==> config.mk <==
export PLATFORM = sky130hd
export DESIGN_NAME = fpa_back
export DESIGN_NICKNAME = d
export VERILOG_FILES = /design/src/hdl/fpa_pkg.sv /design/src/hdl/fpa_back.sv
export SDC_FILE = /design/constraint.sdc
export NUM_CORES = 1
export LEC_CHECK = 0
export BUFFER_PORTS_ARGS = -buffer_cell sky130_fd_sc_hd__clkbuf_2
export CORE_MARGIN = 5
export CORE_UTILIZATION = 54
export CTS_CLUSTER_SIZE = 16
export DETAILED_ROUTE_END_ITERATION = 16
export PLACE_DENSITY = 0.88
export SYNTH_ARGS = -nofsm -noshare
export SYNTH_HDL_FRONTEND = slang
export SYNTH_SLANG_ARGS = --single-unit
export TNS_END_PERCENT = 100
==> constraint.sdc <==
create_clock -name clk -period 2.92 [get_ports clk]
set_input_delay 0.146 -clock clk [delete_from_list [all_inputs] [get_ports clk]]
set_output_delay 0.146 -clock clk [all_outputs]
set_load 0.02 [all_outputs]
==> src/hdl/fpa_pkg.sv <==
package fpa_pkg;

    localparam int FRAC_BITS = 8;
    localparam int NUM_W     = 34 + FRAC_BITS;
    localparam int REM_W     = 33;

    localparam logic [63:0] MUL_HALF = 64'd1 << (FRAC_BITS - 1);
    localparam logic [31:0] TOINT_BIAS = 32'((64'd1 << FRAC_BITS) - 64'd1);
    localparam logic signed [31:0] SAT_MAX = 32'sh7FFF_FFFF;
    localparam logic signed [31:0] SAT_MIN = 32'sh8000_0000;
    localparam logic [63:0] LIM_POS = 64'h0000_0000_7FFF_FFFF;
    localparam logic [63:0] LIM_NEG = 64'h0000_0000_8000_0000;

    typedef enum logic [3:0] {
        KIND_ADD  = 4'd0,
        KIND_SUB  = 4'd1,
        KIND_MUL  = 4'd2,
        KIND_DIV  = 4'd3,
        KIND_INC  = 4'd4,
        KIND_DEC  = 4'd5,
        KIND_TOI  = 4'd6,
        KIND_FROMI = 4'd7,
        KIND_MIN  = 4'd8,
        KIND_MAX  = 4'd9
    } kind_t;

    typedef enum logic [1:0] {
        ST_OK   = 2'd0,
        ST_OVF  = 2'd1,
        ST_DIV0 = 2'd2
    } status_t;

    typedef struct packed {
        logic [3:0]        kind;
        logic signed [31:0] a;
        logic signed [31:0] b;
        logic [31:0]       mag_a;
        logic [31:0]       mag_b;
        logic              neg;
        logic              less;
        logic              equal;
        logic              greater;
    } s1_t;

    typedef struct packed {
        logic [3:0]         kind;
        logic [63:0]        prod;
        logic signed [31:0] simple;
        logic               simple_ovf;
        logic               neg;
        logic               div0;
        logic               less;
        logic               equal;
        logic               greater;
    } side_t;

    typedef struct packed {
        logic [NUM_W-1:0] num;
        logic [REM_W-1:0] rem;
        logic [NUM_W-1:0] quo;
        logic [REM_W-1:0] d;
    } div_t;

    function automatic div_t div_step(div_t x);
        div_t             y;
        logic [REM_W:0]   t;
        logic             qb;
        t  = {x.rem, x.num[NUM_W-1]};
        qb = (t >= {1'b0, x.d});
        y  = x;
        y.rem = qb ? REM_W'(t - {1'b0, x.d}) : t[REM_W-1:0];
        y.num = {x.num[NUM_W-2:0], 1'b0};
        y.quo = {x.quo[NUM_W-2:0], qb};
        return y;
    endfunction

endpackage

==> src/hdl/fpa_back.sv <==
module fpa_back (
    input  logic                       clk,
    input  logic                       rst_n,
    input  logic                       en,
    input  logic                       in_valid,
    input  logic [fpa_pkg::NUM_W-1:0]  quo,
    input  fpa_pkg::side_t             in_side,
    output logic                       out_valid,
    output logic signed [31:0]         value,
    output logic                       less,
    output logic                       equal,
    output logic                       greater,
    output logic [1:0]                 status
);
    import fpa_pkg::*;

    logic               p1_vld_reg;
    logic [63:0]        mag_reg, mag_next;
    side_t              side_reg;
    logic               p2_vld_reg;
    logic signed [31:0] value_reg, value_next;
    logic [2:0]         flags_reg;
    logic [1:0]         status_reg, status_next;

    logic               ovf;
    logic signed [31:0] sat_val;

    always_comb
    begin
        if (in_side.kind == KIND_MUL)
            mag_next = (in_side.prod + MUL_HALF) >> FRAC_BITS;
        else
            mag_next = 64'(quo);
    end

    always_comb
    begin
        ovf = side_reg.neg ? (mag_reg > LIM_NEG) : (mag_reg > LIM_POS);
        if (ovf)
            sat_val = side_reg.neg ? SAT_MIN : SAT_MAX;
        else
            sat_val = side_reg.neg ? $signed(-mag_reg[31:0]) : $signed(mag_reg[31:0]);

        value_next  = side_reg.simple;
        status_next = side_reg.simple_ovf ? ST_OVF : ST_OK;
        case (side_reg.kind)
            KIND_MUL:
            begin
                value_next  = sat_val;
                status_next = ovf ? ST_OVF : ST_OK;
            end
            KIND_DIV:
            begin
                if (side_reg.div0)
                begin
                    value_next  = 32'sd0;
                    status_next = ST_DIV0;
                end
                else
                begin
                    value_next  = sat_val;
                    status_next = ovf ? ST_OVF : ST_OK;
                end
            end
            default:
            begin
                value_next  = side_reg.simple;
                status_next = side_reg.simple_ovf ? ST_OVF : ST_OK;
            end
        endcase
    end

    always_ff @(posedge clk or negedge rst_n)
    begin
        if (!rst_n)
        begin
            p1_vld_reg <= 1'b0;
            p2_vld_reg <= 1'b0;
        end
        else if (en)
        begin
            p1_vld_reg <= in_valid;
            p2_vld_reg <= p1_vld_reg;
        end
    end

    always_ff @(posedge clk)
    begin
        if (en)
        begin
            mag_reg    <= mag_next;
            side_reg   <= in_side;
            value_reg  <= value_next;
            flags_reg  <= {side_reg.less, side_reg.equal, side_reg.greater};
            status_reg <= status_next;
        end
    end

    assign out_valid = p2_vld_reg;
    assign value     = value_reg;
    assign less      = flags_reg[2];
    assign equal     = flags_reg[1];
    assign greater   = flags_reg[0];
    assign status    = status_reg;
endmodule

==> metrics.csv <==
metric,value,unit
status,"finished, final reports clean",
synthesized instance count,681,
Place WS,0.419,ns
RSZ-0062 raised after global routing,false,
Max Cap Viol,0,
asr flop ratio synth,0.0146,
"Seq/Total Area, Yosys",0.554,
Synth Register Bits,137,
clk_lat worst skew,0.42,ns
ANT nets after route,0,
pwr/cell area,539,nW/um2
Worst Setup Path Type,reg -> reg,
Critical Path Max Stage Delay,0.43,ns
final wirelength,19600,um
Post-layout nets,1071,
Pleak,3.69,nW
"critical path fanouts, max",19,
first-pass GRT wire length,30700,um
setup ws final,0.294,ns
"most common cell after layout, fill and taps aside",clkbuf_2,
CTS Buffer Depth,2,
crit path launch type,flop,
total iterations of the first detailed-routing run,6,
initial antenna violation count,0,
dpl hpwl,13900,um
Iter 0 DRT Violations,588,
Antenna Cells,0,
vias,6393,
Synth Area per Inst,10.9,um2
routability cong.,0.963,
Final Hold Fails,0,
most frequent cells in the layout,"181 x clkbuf_2, 135 x edfxtp_1, 97 x nand2_1, 61 x o21ai_0, 46 x dlygate4sd3_1",
crit-path cells,inv_1 > ha_1 > nor3b_1 > nand4_2 > o211ai_2 > nand3_2 > o211ai_1,
Post-Syn Area,7400,um2
Core Area,13300,um2
Worst Skew,0.00961,ns
P_sw,1.22,mW
CP Capture Type,flop,
layout overhead on the synthesized area,29.5,%
Clock power frac,0.401,
row cnt,42,
worst slew pin tran,0.904,ns
Comb pwr share,0.123,
"EDFF count, synth",135,
Mapped Nets,835,
clock buffer count from CTS,17,
worst hold path class,in -> reg,
pin count of the biggest net entering global routing,52,
max reg flops,56,
Buffers on Ports,182,
drt drc,0,
DR WL/cell,17.7,um
CTS tree,done,
H-tree levels,4,
Die ar.,16200,um2
Fillers,975,
vias in the first global route,6087,
Seq pwr share,0.475,
root buffer cell,clkbuf_16,
CP max stage cell,edfxtp_1,
Total GRT Usage,0.241,
Die Ht,127,um
GRT overflow,0,
relative slew slack,0.397,
peak supply drop,0.412,mV
die width,127,um
Pint,3.95,mW
Worst EP arrival,2.85,ns
share of cells above drive strength 1,0.275,
crit share post-route,0.899,
CP required,3.15,ns
Setup Viol. Count Final,0,
minimum clock period,2.63,ns
Max Clk Rate,0.381,GHz
Ports,190,
register clock-pin slew on the reported worst setup and hold paths,0.06,ns
via/cell ratio,5.79,
max-slew violations,0,
yosys warns,0,
setup TNS,0,ns
ys flop type,edfxtp_1,
Clock Sinks,137,
initial core utilization,0.555,
Sw Share,0.236,
Yosys cell types,61,
==> Yosys cell counts, types with 6 or more instances <==
cell type / count / share of area
edfxtp_1: 135 / 0.55
nand2_1: 97 / 0.049
o21ai_0: 61 / 0.041
nand3_1: 41 / 0.028
nor2_1: 38 / 0.019
o211ai_1: 29 / 0.029
xor2_1: 25 / 0.030
clkbuf_1: 24 / 0.012
nor4_1: 20 / 0.017
a21oi_1: 19 / 0.013
or4_1: 17 / 0.017
nor3_1: 16 / 0.011
mux2i_1: 15 / 0.020
xnor2_1: 15 / 0.018
nand4_1: 14 / 0.012
inv_1: 11 / 0.0056
o31ai_1: 11 / 0.011
and3_1: 9 / 0.0076
or3_1: 7 / 0.0059
a22o_1: 6 / 0.0071
a31oi_1: 6 / 0.0051
==> per-layer routing <==
layer  GRT usage  part of all wire  vias to the layer above  wire [um]
li1            -                 -                     3095          -
met4      0.0991             0.026                        0        512
met2       0.387              0.49                      302       9510
met3      0.0568             0.072                       39       1400
met1       0.318              0.42                     2957       8140
met5           0                 0                        -          0
==> through the flow <==
step                      cell area (um2)  hold WS, ns  std cells  total power, mW  utilization
after global routing                 9580       0.0187       1104             5.37        0.718
final                                9580       0.0132       1104             5.17        0.718
after detailed placement             8560      -0.0657       1028             3.07        0.641
after global placement               8560      -0.0687       1028             3.06        0.641
after floorplan                      7400       -0.150        681             2.76            -
after CTS                            9580      0.00116       1104             5.18        0.718
==> power by group through the flow <==
stage          combinational, mW  sequential, mW  clock (mW)
3_5_place_dp               0.582            2.49           0
2_1_floorplan              0.240            2.52           0
5_1_grt                    0.699            2.47        2.20
3_3_place_gp               0.570            2.49           0
4_1_cts                    0.634            2.45        2.10
6_report                   0.638            2.46        2.07
==> layout make-up <==
| cell class | instances | area, um2 | share of cell area |
|---|---|---|---|
| Inverter | 11 | 41.3 | 0.00431 |
| Clock buffer | 20 | 437 | 0.0456 |
| Clock inverter | 10 | 129 | 0.0134 |
| Tap cell | 176 | 220 | 0.0230 |
| Multi-Input combinational cell | 500 | 3100 | 0.324 |
| Timing Repair Buffer | 250 | 1550 | 0.162 |
| Sequential cell | 137 | 4100 | 0.428 |
==> what timing repair did <==
item,in CTS,in global routing
hold buffers,46,0
endpoints found under the hold margin,47,0
buffers inserted,0,0
gates resized for setup,0,0
==> cell families after synthesis <==
family / after synthesis / synth area share
and+or+nand+nor: 292 / 0.218
AOI/OAI and AO/OA: 149 / 0.126
DFF: 137 / 0.554
buffers and inverters: 44 / 0.0275
xor gates and xnor gates: 40 / 0.0473
muxes: 17 / 0.0233
adders and majority gates: 2 / 0.00338
==> path summary, 6_finish.rpt <==
| path | end | from | slack (ns) | depth (start not counted) |
|---|---|---|---|---|
| min in group asynchronous | out_valid | rst_n | 0.04 | 2 |
| max in group asynchronous | p1_vld_reg | rst_n | 2.79 | 2 |
| hold reg to reg | flags_reg[0] | side_reg[0] | 0.42 | 0 |
| hold / removal | mag_reg[10] | quo[10] | 0.01 | 3 |
| setup reg to reg | value[6] | mag_reg[0] | 0.29 | 7 |
| setup / recovery | value[6] | mag_reg[0] | 0.29 | 7 |
==> critical path: cells and delay by family, from the launching register on <==
family                     cells  cell delay (ns)
AOI/OAI and AO/OA              2             0.66
adders and majority gates      1             0.21
buffers and inverters          1             0.14
DFF                            1             0.43
and+or+nand+nor                3             0.97
Power figures use the tool's default switching activity.
