[src/hdl/fpa_pkg.sv]
package fpa_pkg;

    localparam int FRAC_BITS = 8;
    localparam int NUM_W     = 34 + FRAC_BITS;
    localparam int REM_W     = 33;

    localparam logic [63:0] MUL_HALF = 64'd1 << (FRAC_BITS - 1);
    localparam logic [31:0] TOINT_BIAS = 32'((64'd1 << FRAC_BITS) - 64'd1);
    localparam logic signed [31:0] SAT_MAX = 32'sh7FFF_FFFF;
    localparam logic signed [31:0] SAT_MIN = 32'sh8000_0000;
    localparam logic [63:0] LIM_POS = 64'h0000_0000_7FFF_FFFF;
    localparam logic [63:0] LIM_NEG = 64'h0000_0000_8000_0000;

    typedef enum logic [3:0] {
        KIND_ADD  = 4'd0,
        KIND_SUB  = 4'd1,
        KIND_MUL  = 4'd2,
        KIND_DIV  = 4'd3,
        KIND_INC  = 4'd4,
        KIND_DEC  = 4'd5,
        KIND_TOI  = 4'd6,
        KIND_FROMI = 4'd7,
        KIND_MIN  = 4'd8,
        KIND_MAX  = 4'd9
    } kind_t;

    typedef enum logic [1:0] {
        ST_OK   = 2'd0,
        ST_OVF  = 2'd1,
        ST_DIV0 = 2'd2
    } status_t;

    typedef struct packed {
        logic [3:0]        kind;
        logic signed [31:0] a;
        logic signed [31:0] b;
        logic [31:0]       mag_a;
        logic [31:0]       mag_b;
        logic              neg;
        logic              less;
        logic              equal;
        logic              greater;
    } s1_t;

    typedef struct packed {
        logic [3:0]         kind;
        logic [63:0]        prod;
        logic signed [31:0] simple;
        logic               simple_ovf;
        logic               neg;
        logic               div0;
        logic               less;
        logic               equal;
        logic               greater;
    } side_t;

    typedef struct packed {
        logic [NUM_W-1:0] num;
        logic [REM_W-1:0] rem;
        logic [NUM_W-1:0] quo;
        logic [REM_W-1:0] d;
    } div_t;

    function automatic div_t div_step(div_t x);
        div_t             y;
        logic [REM_W:0]   t;
        logic             qb;
        t  = {x.rem, x.num[NUM_W-1]};
        qb = (t >= {1'b0, x.d});
        y  = x;
        y.rem = qb ? REM_W'(t - {1'b0, x.d}) : t[REM_W-1:0];
        y.num = {x.num[NUM_W-2:0], 1'b0};
        y.quo = {x.quo[NUM_W-2:0], qb};
        return y;
    endfunction

endpackage

[src/hdl/fpa_front.sv]
module fpa_front (
    input  logic                clk,
    input  logic                rst_n,
    input  logic                en,
    input  logic                in_valid,
    input  logic [3:0]          kind,
    input  logic signed [31:0]  a_raw,
    input  logic signed [31:0]  b_raw,
    output logic                out_valid,
    output fpa_pkg::div_t       out_div,
    output fpa_pkg::side_t      out_side
);
    import fpa_pkg::*;

    logic  s1_vld_reg;
    s1_t   s1_reg, s1_next;
    logic  s2_vld_reg;
    div_t  div_reg, div_next;
    side_t side_reg, side_next;

    always_comb
    begin
        s1_next.kind    = kind;
        s1_next.a       = a_raw;
        s1_next.b       = b_raw;
        s1_next.mag_a   = a_raw[31] ? 32'(-a_raw) : 32'(a_raw);
        s1_next.mag_b   = b_raw[31] ? 32'(-b_raw) : 32'(b_raw);
        s1_next.neg     = a_raw[31] ^ b_raw[31];
        s1_next.less    = a_raw < b_raw;
        s1_next.equal   = a_raw == b_raw;
        s1_next.greater = a_raw > b_raw;
    end

    logic [32:0]         add_x;
    logic                add_sub;
    logic [32:0]         add_sum;
    logic                add_ovf;
    logic signed [31:0]  toi_sum;
    logic [FRAC_BITS:0]  fi_hi;
    logic                fi_ovf;

    always_comb
    begin
        add_sub = (s1_reg.kind == KIND_SUB) || (s1_reg.kind == KIND_DEC);
        if ((s1_reg.kind == KIND_INC) || (s1_reg.kind == KIND_DEC))
            add_x = 33'd1;
        else
            add_x = {s1_reg.b[31], s1_reg.b};
        add_sum = {s1_reg.a[31], s1_reg.a} + (add_sub ? ~add_x : add_x) + 33'(add_sub);
        add_ovf = add_sum[32] ^ add_sum[31];
        toi_sum = s1_reg.a + (s1_reg.a[31] ? $signed(TOINT_BIAS) : 32'sd0);
        fi_hi   = s1_reg.a[31:31-FRAC_BITS];
        fi_ovf  = (fi_hi != '0) && (fi_hi != '1);

        side_next.kind       = s1_reg.kind;
        side_next.prod       = 64'(s1_reg.mag_a) * 64'(s1_reg.mag_b);
        side_next.neg        = s1_reg.neg;
        side_next.div0       = (s1_reg.mag_b == 32'd0);
        side_next.less       = s1_reg.less;
        side_next.equal      = s1_reg.equal;
        side_next.greater    = s1_reg.greater;
        side_next.simple     = 32'sd0;
        side_next.simple_ovf = 1'b0;
        case (s1_reg.kind) inside
            KIND_ADD, KIND_SUB, KIND_INC, KIND_DEC:
            begin
                side_next.simple_ovf = add_ovf;
                if (add_ovf)
                    side_next.simple = add_sum[32] ? SAT_MIN : SAT_MAX;
                else
                    side_next.simple = $signed(add_sum[31:0]);
            end
            KIND_TOI:
                side_next.simple = toi_sum >>> FRAC_BITS;
            KIND_FROMI:
            begin
                side_next.simple_ovf = fi_ovf;
                if (fi_ovf)
                    side_next.simple = s1_reg.a[31] ? SAT_MIN : SAT_MAX;
                else
                    side_next.simple = s1_reg.a <<< FRAC_BITS;
            end
            KIND_MIN:
                side_next.simple = s1_reg.less ? s1_reg.a : s1_reg.b;
            KIND_MAX:
                side_next.simple = s1_reg.greater ? s1_reg.a : s1_reg.b;
            default:
                side_next.simple = 32'sd0;
        endcase

        div_next.num = NUM_W'({s1_reg.mag_a, {(FRAC_BITS + 1){1'b0}}})
                     + NUM_W'(s1_reg.mag_b);
        div_next.d   = {s1_reg.mag_b, 1'b0};
        div_next.rem = '0;
        div_next.quo = '0;
    end

    always_ff @(posedge clk or negedge rst_n)
    begin
        if (!rst_n)
        begin
            s1_vld_reg <= 1'b0;
            s2_vld_reg <= 1'b0;
        end
        else if (en)
        begin
            s1_vld_reg <= in_valid;
            s2_vld_reg <= s1_vld_reg;
        end
    end

    always_ff @(posedge clk)
    begin
        if (en)
        begin
            s1_reg   <= s1_next;
            div_reg  <= div_next;
            side_reg <= side_next;
        end
    end

    assign out_valid = s2_vld_reg;
    assign out_div   = div_reg;
    assign out_side  = side_reg;
endmodule

[config.mk]
export PLATFORM = sky130hd
export DESIGN_NAME = fpa_front
export DESIGN_NICKNAME = d
export VERILOG_FILES = /design/src/hdl/fpa_pkg.sv /design/src/hdl/fpa_front.sv
export SDC_FILE = /design/constraint.sdc
export NUM_CORES = 2
export LEC_CHECK = 0
export BUFFER_PORTS_ARGS = -buffer_cell sky130_fd_sc_hd__buf_2
export CAP_MARGIN = 20
export CORE_MARGIN = 8
export CORE_UTILIZATION = 23
export DETAILED_ROUTE_END_ITERATION = 8
export PLACE_DENSITY = 0.36
export SLEW_MARGIN = 20
export SYNTH_ARGS = -nofsm -noshare
export SYNTH_HDL_FRONTEND = slang
export SYNTH_SLANG_ARGS = --single-unit
[constraint.sdc]
create_clock -name clk -period 8.2 [get_ports clk]
set_input_delay 1.23 -clock clk [delete_from_list [all_inputs] [get_ports clk]]
set_output_delay 1.23 -clock clk [all_outputs]
set_load 0.03 [all_outputs]
==> results by group <==
GRT
  – Initial antenna violation count: 25
  – Wire length of the first global-routing pass: 267000 µm
  – Global-route congestion overflow total: 0
  – Global-route usage over all layers: 15.4%
  – Largest net degree at the start of global routing: 110
  – Vias in the first global route: 39176

Synthesis
  – Number of enable flip-flop cells after synthesis: 305
  – Mapped Area: 49600 µm²
  – Register bit total from synthesis: 307
  – Combinational family with the most area after synthesis: adder cells
  – Async set-reset flop share out of synthesis: 0.651%
  – Total of warnings raised by yosys: 0
  – Simple-gate portion of the synthesized area: 14.9%
  – Synthesized netlist cell count: 5014
  – Area fraction in compound gates after synthesis: 6.82%
  – Fraction of synthesized area in multiplexers: 0.0883%
  – Adder-Cell Fraction of Synth Area: 45.3%
  – Main synth FF type: sky130_fd_sc_hd__edfxtp_1
  – Sequential element share of the synthesized area: 18.6%
  – Synth Area in XOR/XNOR: 4.10%
  – Avg Inst Size Synth: 9.89 µm²
  – Number of distinct library cells after synthesis: 71

Clocking
  – CTS hold repair buffers: 0
  – Clock-pin slew of the registers on the worst-case setup and hold paths: 0.06 ns
  – CTS tree: yes
  – Buffer type at the clock tree root: sky130_fd_sc_hd__clkbuf_16
  – Clock buffer depth: 3
  – Number of levels in the clock H-tree: 2
  – Total clock sinks: 307
  – TritonCTS buffer count: 45
  – Source-to-sink clock delay at the later pin of the worst-skew pair: 0.66 ns

STA
  – Setup repair after global routing missed its margin: true
  – Number of failing hold endpoints at the final stage: 0
  – Final max-slew violation count: 0
  – Slew headroom: 27.8%
  – Max Fclk: 124 MHz
  – Transition time at the pin with the least slew margin: 1.08 ns
  – Minimum period implied by the final worst setup slack: 8.05 ns
  – Final worst-path cycle share: 98.2%
  – Total Neg Setup Slack: 0 ns
  – Number of failing setup endpoints in the final timing report: 0
  – Clock skew after layout: 0.0382 ns

Critical path
  – Worst Path Required: 8.59 ns
  – Path type of the worst setup path: flop to flop
  – Critical Path Start Type: flop
  – Critical path peak fanout: 5
  – Crit. End Element: flop
  – Worst setup path start: s1_reg[43]$_DFFE_PP_
  – Data arrival at the endpoint of the critical path: 8.44 ns
  – Reg2Reg Launch Point: s1_reg[43]$_DFFE_PP_

Floorplan
  – Top-level port count: 329
  – Die height: 480 µm
  – Die X-Extent: 480 µm
  – # rows: 170
  – Die footprint: 231000 µm²
  – Placeable Area: 214000 µm²
  – Initial Util: 23.1%

Layout
  – Fraction of final layout cells with drive strength greater than 1: 14.1%
  – Count of nets after finishing: 6746
  – Layout fillers: 23025
  – Sequential cell area: 9210 µm²
  – Total area of multi-input combinational cells: 36000 µm²
  – Synthesis-to-layout area growth: 18.4%
  – Flip-flop count of the largest register, all copies and words added: 106

Place
  – PortBufs: 252
  – Half-perimeter wire length after detailed placement: 146000 µm
  – GP Congestion: 0.832

Detailed routing
  – Wire length per cell: 21.6 µm
  – Vias post-DR: 35791
  – Total length of routed wires: 179000 µm
  – DRC violation count after routing: 0
  – DRC marker count from the first detailed-route iteration: 1763
  – Number of vias per cell: 4.31
  – Length of the first detailed-routing pass in iterations: 6
  – Count of nets left with antenna violations after detail routing: 0

Run
  – Max-Cap Viols: 0

Status
  – Run status: finished, final reports clean

Min path
  – Classification of the worst-slack hold path: input pin to asynchronous set/reset pin
[placed cells by master, fill, tap and decap left out, drive strengths merged, types with 52 or more instances in the layout]
cell type / n
a21oi: 147
and2: 595
buf: 620
nor2: 88
o21ai: 115
nand2: 552
fa: 898
inv: 935
a21o: 60
edfxtp: 305
conb: 76
xor2: 52
xnor2: 180
ha: 358
clkbuf: 52
[kinds of logic after synthesis]
| group | Yosys count |
|---|---|
| simple gates | 1435 |
| buf+inv | 1265 |
| fa+ha+maj | 1256 |
| compound gates | 514 |
| flops | 307 |
| xor+xnor | 232 |
| mux | 4 |
| other cells | 1 |
[area by class of cell]
class | instances | share of cell area (%)
Sequential cell | 307 | 15.7
Clock inverter | 31 | 0.752
Multi-Input combinational cell | 3517 | 61.3
Timing Repair Buffer | 620 | 8.26
Antenna cell | 12 | 0.0511
Inverter | 927 | 5.92
Tap cell | 2838 | 6.04
Clock buffer | 52 | 1.96
[per-layer routing]
layer / GRT usage, % / up-vias / part of all wire [%]
met3: 2.09 / 142 / 3.7
met2: 26.8 / 636 / 49
met5: 0 / - / 0.031
met1: 20.6 / 18687 / 45
met4: 2.48 / 8 / 1.6
li1: - / 16318 / -
[path summary, 6_finish.rpt]
path / endpoint / cells after the start / slack (ns)
max reg2reg: out_side[98]$_DFFE_PP_ / 27 / 0.15
min: out_valid$_DFFE_PN0P_ / 1 / 0.36
min in group clk: out_side[4]$_DFFE_PP_ / 0 / 0.45
max in group asynchronous: s1_vld_reg$_DFFE_PN0P_ / 1 / 7.75
min reg2reg: out_side[4]$_DFFE_PP_ / 0 / 0.45
max: out_side[98]$_DFFE_PP_ / 27 / 0.15
[per-stage QoR]
stage / setup WS (ns) / utilization, % / cell area, µm² / hold WS, ns / cells
floorplan: 0.772 / - / 49900 / 0.400 / 5089
detailed placement: -0.809 / 26.4 / 56600 / 0.409 / 8186
global placement: -1.92 / 26.4 / 56500 / 0.405 / 8185
global route: -0.128 / 27.4 / 58700 / 0.276 / 8294
CTS: 0.00418 / 27.2 / 58300 / 0.262 / 8274
finish: 0.150 / 27.4 / 58700 / 0.360 / 8304
[synthesized netlist by cell type, types with 13 or more instances]
library cell               number  share of area [%]
sky130_fd_sc_hd__inv_1        927                7.0
sky130_fd_sc_hd__fa_1         898                 36
sky130_fd_sc_hd__and2_1       595                7.5
sky130_fd_sc_hd__nand2_1      552                4.2
sky130_fd_sc_hd__ha_1         358                9.0
sky130_fd_sc_hd__edfxtp_1     305                 18
sky130_fd_sc_hd__clkbuf_1     246                1.9
sky130_fd_sc_hd__xnor2_1      180                3.2
sky130_fd_sc_hd__a21oi_1      147                1.5
sky130_fd_sc_hd__o21ai_0      111                1.1
sky130_fd_sc_hd__nor2_1        88               0.67
sky130_fd_sc_hd__buf_4         85                1.3
sky130_fd_sc_hd__a21o_1        60               0.91
sky130_fd_sc_hd__xor2_1        52               0.92
sky130_fd_sc_hd__nand4_1       38               0.48
sky130_fd_sc_hd__nand3_1       29               0.29
sky130_fd_sc_hd__a221o_1       23               0.46
sky130_fd_sc_hd__nand2b_1      23               0.29
sky130_fd_sc_hd__a221oi_1      20               0.35
sky130_fd_sc_hd__nor4_1        20               0.25
sky130_fd_sc_hd__o21bai_1      19               0.29
sky130_fd_sc_hd__nor2b_1       17               0.21
sky130_fd_sc_hd__o21a_1        17               0.26
sky130_fd_sc_hd__o31ai_1       16               0.24
sky130_fd_sc_hd__and3_1        13               0.16
[what timing repair did]
action	4_1_cts	5_1_grt
buffers inserted	5	22
pin swaps	5	52
gates resized for setup	18	68
cloned	0	0
setup endpoints to repair	18	12
[critical path: stages (launching register included)]
cell	delay, ns
sky130_fd_sc_hd__edfxtp_1	0.41
sky130_fd_sc_hd__buf_12	0.15
sky130_fd_sc_hd__and2_1	0.16
sky130_fd_sc_hd__fa_1	0.53
sky130_fd_sc_hd__inv_1	0.06
sky130_fd_sc_hd__fa_1	0.56
sky130_fd_sc_hd__inv_1	0.07
sky130_fd_sc_hd__fa_1	0.50
sky130_fd_sc_hd__inv_1	0.06
sky130_fd_sc_hd__fa_1	0.55
sky130_fd_sc_hd__inv_1	0.07
sky130_fd_sc_hd__fa_1	0.57
sky130_fd_sc_hd__fa_1	0.45
sky130_fd_sc_hd__fa_1	0.52
sky130_fd_sc_hd__fa_2	0.62
sky130_fd_sc_hd__ha_4	0.22
sky130_fd_sc_hd__a211oi_2	0.20
sky130_fd_sc_hd__nor2_1	0.07
sky130_fd_sc_hd__o41a_1	0.47
sky130_fd_sc_hd__buf_4	0.17
sky130_fd_sc_hd__a31oi_4	0.32
sky130_fd_sc_hd__or2_4	0.22
sky130_fd_sc_hd__nor4_4	0.05
sky130_fd_sc_hd__o21ai_2	0.13
sky130_fd_sc_hd__buf_6	0.14
sky130_fd_sc_hd__a21oi_4	0.06
sky130_fd_sc_hd__o41ai_2	0.32
sky130_fd_sc_hd__xnor2_1	0.11
Power is not shown: default switching activity piles up to over one toggle a cycle in this logic, so the estimate is an artifact.
